## src/rtl/b64e_pkg.sv

```systemverilog
// Shared types, constants and the sextet-to-ASCII mapping for the base64url encoder.
// No dependencies; every other file of the encoder imports this package.
`default_nettype none

package b64e_pkg;

  // Default depth of the job queue between the front and back parts.
  localparam int unsigned QUEUE_DEPTH = 2;

  // Byte position within the current 3-byte group, one-hot.
  typedef enum logic [2:0] {
    PHASE_0 = 3'b001,
    PHASE_1 = 3'b010,
    PHASE_2 = 3'b100
  } phase_t;

  // One classified byte: the one or two sextets that it produces.
  typedef struct packed {
    logic [5:0] sextet0;
    logic [5:0] sextet1;
    logic       two;    // sextet1 is to be emitted as well
    logic       last;   // the final emitted sextet of this job ends the message
  } job_t;

  // Status of the job queue.
  typedef struct packed {
    logic full;
    logic empty;
  } queue_status_t;

  // Maps a 6-bit value onto the base64url alphabet.
  function automatic logic [7:0] sextet_to_ascii(input logic [5:0] s);
    logic [7:0] code;
    code = 8'd0;
    if (s inside {[6'd0:6'd25]}) begin
      code = 8'd65 + {2'b00, s};
    end else if (s inside {[6'd26:6'd51]}) begin
      code = 8'd71 + {2'b00, s};
    end else if (s inside {[6'd52:6'd61]}) begin
      code = {2'b00, s} - 8'd4;
    end else if (s == 6'd62) begin
      code = 8'd45;
    end else begin
      code = 8'd95;
    end
    return code;
  endfunction

endpackage

`default_nettype wire

```

## src/rtl/base64url_stream_encoder.sv

```systemverilog
// Top level of the unpadded base64url stream encoder: front classifier, job queue
// and character emitter. Depends on b64e_pkg, b64e_front, b64e_queue, b64e_back.
//
// Usage. Message bytes enter as words on a queue-style input: data_byte with
// end_of_message set on the final byte, taken at a clock edge where push is high
// and full is low. Characters leave on a queue-style output: out_char (ASCII of
// A-Z a-z 0-9 - _) and last_char, valid while empty is low and taken at an edge
// where pop is high. last_char marks the final character of each message; no
// padding is produced. A message must hold at least one byte.
//
// Each byte's job is written into the job queue, and its characters are then loaded
// into the output register. The output register sends one character per cycle while
// the receiver keeps pop high; a byte gives one or two characters, and a full stream
// runs at four characters per three bytes.
// The job queue (QUEUE_DEPTH entries) lets the front keep taking bytes while a
// finished character waits; when the receiver stalls, the queue fills and full
// rises until pop resumes. Reset (rst, synchronous) empties the queue and output
// and returns the encoder to the start of a 3-byte group.
`default_nettype none

module base64url_stream_encoder #(
  parameter int unsigned QUEUE_DEPTH = b64e_pkg::QUEUE_DEPTH
) (
  input  wire        clk,
  input  wire        rst,
  input  wire  [7:0] data_byte,
  input  wire        end_of_message,
  input  wire        push,
  output logic       full,
  output logic [7:0] out_char,
  output logic       last_char,
  output logic       empty,
  input  wire        pop
);
  import b64e_pkg::*;

  job_t          new_job;
  job_t          head_job;
  queue_status_t q_status;
  logic          accept;
  logic          q_pop;
  logic          at_group_start;

  // A byte is taken whenever push is high and the queue has room for its job.
  assign full   = q_status.full;
  assign accept = push && !q_status.full;

  b64e_front u_front (
    .clk            (clk),
    .rst            (rst),
    .accept         (accept),
    .data_byte      (data_byte),
    .end_of_message (end_of_message),
    .job            (new_job),
    .at_group_start (at_group_start)
  );

  b64e_queue #(
    .DEPTH (QUEUE_DEPTH)
  ) u_queue (
    .clk    (clk),
    .rst    (rst),
    .wr_en  (accept),
    .wr_job (new_job),
    .rd_en  (q_pop),
    .rd_job (head_job),
    .status (q_status)
  );

  b64e_back u_back (
    .clk       (clk),
    .rst       (rst),
    .head_job  (head_job),
    .q_status  (q_status),
    .q_pop     (q_pop),
    .out_char  (out_char),
    .last_char (last_char),
    .empty     (empty),
    .pop       (pop)
  );

  // Every character shown belongs to the base64url alphabet.
  a_charset : assert property (@(posedge clk) disable iff (rst)
    !empty |-> ((out_char >= 8'd65 && out_char <= 8'd90) ||
                (out_char >= 8'd97 && out_char <= 8'd122) ||
                (out_char >= 8'd48 && out_char <= 8'd57) ||
                out_char == 8'd45 || out_char == 8'd95))
    else $error("output character outside the base64url alphabet");

  // The queue is never reported full and empty at once.
  a_queue_status : assert property (@(posedge clk) disable iff (rst)
    !(q_status.full && q_status.empty))
    else $error("job queue reports full and empty together");

  // The final byte of a message returns the encoder to the start of a group.
  a_group_restart : assert property (@(posedge clk) disable iff (rst)
    (accept && end_of_message) |=> at_group_start)
    else $error("encoder not at group start after a final byte");

endmodule

`default_nettype wire

```

## src/rtl/b64e_front.sv

```systemverilog
// Front part of the base64url encoder: tracks the group phase and leftover bits
// and turns each accepted byte into a job of one or two sextets. Uses b64e_pkg.
`default_nettype none

module b64e_front (
  input  wire                 clk,
  input  wire                 rst,
  input  wire                 accept,
  input  wire  [7:0]          data_byte,
  input  wire                 end_of_message,
  output b64e_pkg::job_t      job,
  output logic                at_group_start
);
  import b64e_pkg::*;

  phase_t     phase;
  phase_t     phase_next;
  logic [3:0] carry;
  logic [3:0] carry_next;

  always_comb begin
    job        = '0;
    phase_next = phase;
    carry_next = carry;
    case (phase)
      PHASE_1: begin
        job.sextet0 = {carry[1:0], data_byte[7:4]};
        job.sextet1 = {data_byte[3:0], 2'b00};
        job.two     = end_of_message;
        job.last    = end_of_message;
        carry_next  = data_byte[3:0];
        phase_next  = PHASE_2;
      end
      PHASE_2: begin
        job.sextet0 = {carry, data_byte[7:6]};
        job.sextet1 = data_byte[5:0];
        job.two     = 1'b1;
        job.last    = end_of_message;
        carry_next  = 4'd0;
        phase_next  = PHASE_0;
      end
      default: begin
        // The start of a group; any unexpected code is treated the same way.
        job.sextet0 = data_byte[7:2];
        job.sextet1 = {data_byte[1:0], 4'b0000};
        job.two     = end_of_message;
        job.last    = end_of_message;
        carry_next  = {2'b00, data_byte[1:0]};
        phase_next  = PHASE_1;
      end
    endcase
    if (end_of_message) begin
      carry_next = 4'd0;
      phase_next = PHASE_0;
    end
  end

  always_ff @(posedge clk) begin
    if (rst) begin
      phase <= PHASE_0;
      carry <= 4'd0;
    end else if (accept) begin
      phase <= phase_next;
      carry <= carry_next;
    end
  end

  assign at_group_start = (phase == PHASE_0);

endmodule

`default_nettype wire

```

## src/rtl/b64e_queue.sv

```systemverilog
// Short job queue that decouples the front and back parts of the encoder.
// Uses the job and status types of b64e_pkg.
`default_nettype none

module b64e_queue #(
  parameter int unsigned DEPTH = b64e_pkg::QUEUE_DEPTH
) (
  input  wire                       clk,
  input  wire                       rst,
  input  wire                       wr_en,
  input  b64e_pkg::job_t            wr_job,
  input  wire                       rd_en,
  output b64e_pkg::job_t            rd_job,
  output b64e_pkg::queue_status_t   status
);
  import b64e_pkg::*;

  localparam int unsigned PtrW = (DEPTH > 1) ? $clog2(DEPTH) : 1;
  localparam int unsigned CntW = $clog2(DEPTH + 1);
  localparam logic [PtrW-1:0] LastPtr = PtrW'(DEPTH - 1);
  localparam logic [CntW-1:0] FullCnt = CntW'(DEPTH);

  job_t            slots [DEPTH];
  logic [PtrW-1:0] wr_ptr;
  logic [PtrW-1:0] rd_ptr;
  logic [CntW-1:0] count;
  logic            do_wr;
  logic            do_rd;

  assign status.full  = (count == FullCnt);
  assign status.empty = (count == '0);
  assign do_wr        = wr_en && !status.full;
  assign do_rd        = rd_en && !status.empty;
  assign rd_job       = slots[rd_ptr];

  always_ff @(posedge clk) begin
    if (do_wr) begin
      slots[wr_ptr] <= wr_job;
    end
  end

  always_ff @(posedge clk) begin
    if (rst) begin
      wr_ptr <= '0;
      rd_ptr <= '0;
      count  <= '0;
    end else begin
      if (do_wr) begin
        wr_ptr <= (wr_ptr == LastPtr) ? '0 : wr_ptr + 1'b1;
      end
      if (do_rd) begin
        rd_ptr <= (rd_ptr == LastPtr) ? '0 : rd_ptr + 1'b1;
      end
      if (do_wr && !do_rd) begin
        count <= count + 1'b1;
      end else if (do_rd && !do_wr) begin
        count <= count - 1'b1;
      end
    end
  end

endmodule

`default_nettype wire

```

## src/rtl/b64e_back.sv

```systemverilog
// Back part of the base64url encoder: emits the sextets of each queued job one
// character per cycle while pop is high, via an output register. Uses b64e_pkg.
`default_nettype none

module b64e_back (
  input  wire                      clk,
  input  wire                      rst,
  input  b64e_pkg::job_t           head_job,
  input  b64e_pkg::queue_status_t  q_status,
  output logic                     q_pop,
  output logic [7:0]               out_char,
  output logic                     last_char,
  output logic                     empty,
  input  wire                      pop
);
  import b64e_pkg::*;

  logic       out_valid;
  logic       second;     // the next character taken is the job's second one
  logic       load;
  logic [5:0] sextet;
  logic       is_final;

  assign load     = (!out_valid || pop) && !q_status.empty;
  assign sextet   = second ? head_job.sextet1 : head_job.sextet0;
  assign is_final = second || !head_job.two;
  assign q_pop    = load && is_final;
  assign empty    = !out_valid;

  always_ff @(posedge clk) begin
    if (rst) begin
      out_valid <= 1'b0;
      second    <= 1'b0;
    end else begin
      if (load) begin
        out_valid <= 1'b1;
        second    <= !is_final;
      end else if (pop) begin
        out_valid <= 1'b0;
      end
    end
  end

  always_ff @(posedge clk) begin
    if (load) begin
      out_char  <= sextet_to_ascii(sextet);
      last_char <= is_final && head_job.last;
    end
  end

endmodule

`default_nettype wire

```

## config.mk

```make
export PLATFORM = sky130hd
export DESIGN_NAME = base64url_stream_encoder
export DESIGN_NICKNAME = d
export VERILOG_FILES = /design/src/rtl/b64e_pkg.sv /design/src/rtl/base64url_stream_encoder.sv /design/src/rtl/b64e_front.sv /design/src/rtl/b64e_queue.sv /design/src/rtl/b64e_back.sv
export SDC_FILE = /design/constraint.sdc
export NUM_CORES = 1
export LEC_CHECK = 0
export BUFFER_PORTS_ARGS = -buffer_cell sky130_fd_sc_hd__buf_2
export CAP_MARGIN = 20
export CORE_MARGIN = 2
export CORE_UTILIZATION = 40
export CTS_BUF_LIST = sky130_fd_sc_hd__clkbuf_4 sky130_fd_sc_hd__clkbuf_8 sky130_fd_sc_hd__clkbuf_16
export DETAILED_ROUTE_END_ITERATION = 6
export MAX_ROUTING_LAYER = met4
export SLEW_MARGIN = 40
export SYNTH_ARGS = -nofsm -noshare
export SYNTH_HDL_FRONTEND = slang
export SYNTH_SLANG_ARGS = --single-unit
```

## constraint.sdc

```tcl
create_clock -name clk -period 4.1 [get_ports clk]
set_input_delay 0.205 -clock clk [delete_from_list [all_inputs] [get_ports clk]]
set_output_delay 0.205 -clock clk [all_outputs]
set_load 0.03 [all_outputs]
```

==> results.yml <==
setup_path:
  required_ns: 4.26
  start_kind: "register"
  worst_path_largest_cell_delay_ns: 0.73
  worst_r2r_path_depth: 8
  r2r_slack_ns: 0.79
  cp-end-kind: "register"
  critPathKind: "register to register"
  cp.arrival_ns: 3.47
  cp_cell_sequence: "mux4_1 -> ha_1 -> and2b_4 -> a221o_1 -> a22oi_4 -> o31a_1 -> or2b_1 -> a21oi_1"
  r2r_end: "u_back.out_char[0]$_DFFE_PP_"
  crit_slowest_cell: "mux4_1"
  crit_path_max_fanout: 11
power_and_ir_drop:
  seq_power_share_pct: 36.5
  peakVddDrop_mv: 0.212
  power.density_nw_per_um2: 722
  power_frac_comb_pct: 49.3
  pwr-share-clk_pct: 14.2
  p_sw_share_pct: 40.7
  cellLeakagePower_nw: 1.16
  power.internal_mw: 1.27
  switchingPower_uw: 872
route:
  drt-initial-drc-count: 112
  wl_per_cell_um: 14.3
  vias_per_cell: 5.26
  drc: 3
  postRouteAntennaNets: 0
  num_vias: 1809
  drt-total-wl_um: 4930
  drtPass1Iterations: 6
sta:
  slew_headroom_pct: 59.1
  fin_crit_ns: 3.31
  fin_skew_ns: 0.00462
  slew_violations: 0
  period_share_pct: 80.7
  worst_pin_slew_ns: 0.613
  setup-violations-final: 0
  rsz0062_at_grt: "no"
  fmax_mhz: 302
  tns_ns: 0
  finalHoldViolCount: 0
clocking:
  max-clock-path-buffers: 2
  cts_tree: "done"
  cts.reportedPaths.clkPinSlew_ns: 0.09
  clock-root-buffer: "clkbuf_8"
  worst_skew_pair.late_latency_ns: 0.30
  cts_hold_buffers: 0
  numClockSinks: 51
  cts_buffers: 5
  htreeDepth: 2
  cts.repair.resized: 0
  cts_setup_buffers: 0
synthesis:
  synth-adder-area-share_pct: 6.07
  syn_area_per_cell_um2: 11.3
  ys_seq_elements: 51
  async_flop_share_pct: 0
  yosys_warnings: 0
  ys.flop_type: "edfxtp_1"
  syn_area_um2: 2680
  synth_top_area_share_pct: 41.5
  synth_cells: 238
  synth_xor_area_share_pct: 1.63
  yosysSeqAreaShare_pct: 51.9
  yosys.area_share.simple_pct: 17.4
  yosys-mux-area-fraction_pct: 6.72
  synth_top_family_by_area: "simple AND/OR/NAND/NOR gates"
  synthTopCellsByArea: "edfxtp_1 41%, dfxtp_1 10%, ha_1 6.1%"
  synth_edf_count: 37
  synth_cell_types: 51
  synth_nets: 264
  synth_compound_area_share_pct: 12.4
  synth_area_leader_cell: "edfxtp_1"
cells_and_area:
  nFillCells: 603
  design_area_um2: 2970
  nNetsFinal: 292
  syn_to_final_growth_pct: 10.6
  final_cell_mix: "40 x nand2_1, 37 x edfxtp_1, 23 x buf_2, 20 x nor2_1, 14 x dfxtp_1"
  final_common_cell: "nand2_1"
  drive_above_1_share_pct: 20.2
  diodes: 0
global_route:
  antenna_found_initial: 0
  gr-total-overflow: 0
  grt.total_usage_pct: 14.6
  grt_max_degree: 16
  grt_pass1_wl_um: 8100
  first_global_vias: 1694
die:
  fp.dieW_um: 85.9
  pin_count: 24
  initial_core_util_pct: 41.7
  rows: 29
  coreArea_um2: 6420
  die_y_um: 85.9
  die-area_um2: 7370
outcome:
  status: "complete, but fails checks"
  violations: "DRC"
min_path:
  min_path_type: "input port to register"
  min_from: "end_of_message"
  whs_path_depth: 1
  min_to: "u_queue.slots[0][0]$_DFFE_PP_"
placement:
  placed_cell_area_um2: 2870
  dpl.hpwl_um: 3610
  place.gp.congestion: 0.858
  io_buffers: 23
job:
  maxCapViolations: 0
-- power by group through the flow --
stage	sequential [mW]	combinational, mW	clock, mW
6_report	0.782	1.06	0.304
5_1_grt	0.797	1.17	0.336
4_1_cts	0.785	1.06	0.318
3_5_place_dp	0.795	1.06	0
3_3_place_gp	0.792	1.05	0
2_1_floorplan	0.864	0.787	0
-- per-layer routing --
layer  track usage, %  wire, um  vias to the layer above
li1                 -         -                      929
met1             19.1      2360                      837
met2             22.3      2330                       39
met3             3.46       196                        4
met4             5.05        38                        0
met5                -         0                        -
-- worst max-delay path, delay by kind of cell, from the launching register on --
kind            cells  cell delay [ns]
mux                 1             0.73
compound gates      4             1.24
flops               1             0.48
simple gates        2             0.44
fa+ha+maj           1             0.29
-- cell families after synthesis --
group                    count (synthesis)
AND/OR/NAND/NOR                         98
adder cells (fa/ha/maj)                 13
buffers and inverters                   17
multiplexers                            11
AO/OA/AOI/OAI                           43
XOR/XNOR                                 5
flip-flops                              51
-- cell type report --
type / count / area (um2) / share of cell area, %
Tap cell: 77 / 96.3 / 3.25
Timing Repair Buffer: 29 / 160 / 5.40
Inverter: 9 / 33.8 / 1.14
Multi-Input combinational cell: 170 / 1180 / 40.0
Clock buffer: 7 / 90.1 / 3.04
Sequential cell: 51 / 1390 / 46.9
Clock inverter: 1 / 8.76 / 0.295
-- metrics by stage --
step / std cells / util, % / hold WS, ns / power (mW) / setup WS, ns
CTS: 344 / 46.2 / 0.129 / 2.17 / 0.782
global placement: 336 / 44.6 / 0.454 / 1.84 / 0.890
finish: 344 / 46.2 / 0.143 / 2.14 / 0.789
detailed placement: 336 / 44.6 / 0.452 / 1.85 / 0.824
floorplan: 238 / - / 0.274 / 1.65 / 1.23
global route: 344 / 46.2 / 0.142 / 2.31 / 0.623
-- flip-flops by register name (all words and copies together), names as in the netlist, named ones only --
name	cells
u_front.phase	3
u_back.out_char	8
u_back.out_valid	1
u_queue.wr_ptr	1
u_queue.rd_ptr	1
u_back.second	1
u_back.last_char	1
u_front.carry	4
u_queue.slots	28
u_queue.count	2
-- worst max-delay path by stage --
stage,from,endpoint,slack (ns),cells after the start
6_report,register,u_back.out_char[0]$_DFFE_PP_,0.79,8
3_3_place_gp,register,u_back.out_char[0]$_DFFE_PP_,0.89,8
4_1_cts,register,u_back.out_char[0]$_DFFE_PP_,0.78,8
2_1_floorplan,register,u_back.out_char[1]$_DFFE_PP_,1.23,10
3_5_place_dp,register,u_back.out_char[0]$_DFFE_PP_,0.82,8
5_1_grt,register,u_back.out_char[0]$_DFFE_PP_,0.62,8
-- Yosys cell counts, drive strengths merged (3+ instances only) --
cell    number
buf          4
a22o         3
clkbuf       4
dfxtp       14
nor3b        5
a22oi        9
edfxtp      37
a21oi       11
nor2        21
mux4         5
mux2         3
nand2       40
o21ai        4
and2         4
inv          9
xor2         4
ha          13
nor3         4
nand3       10
mux2i        3
nor2b        5
Power figures use the tool's default switching activity.
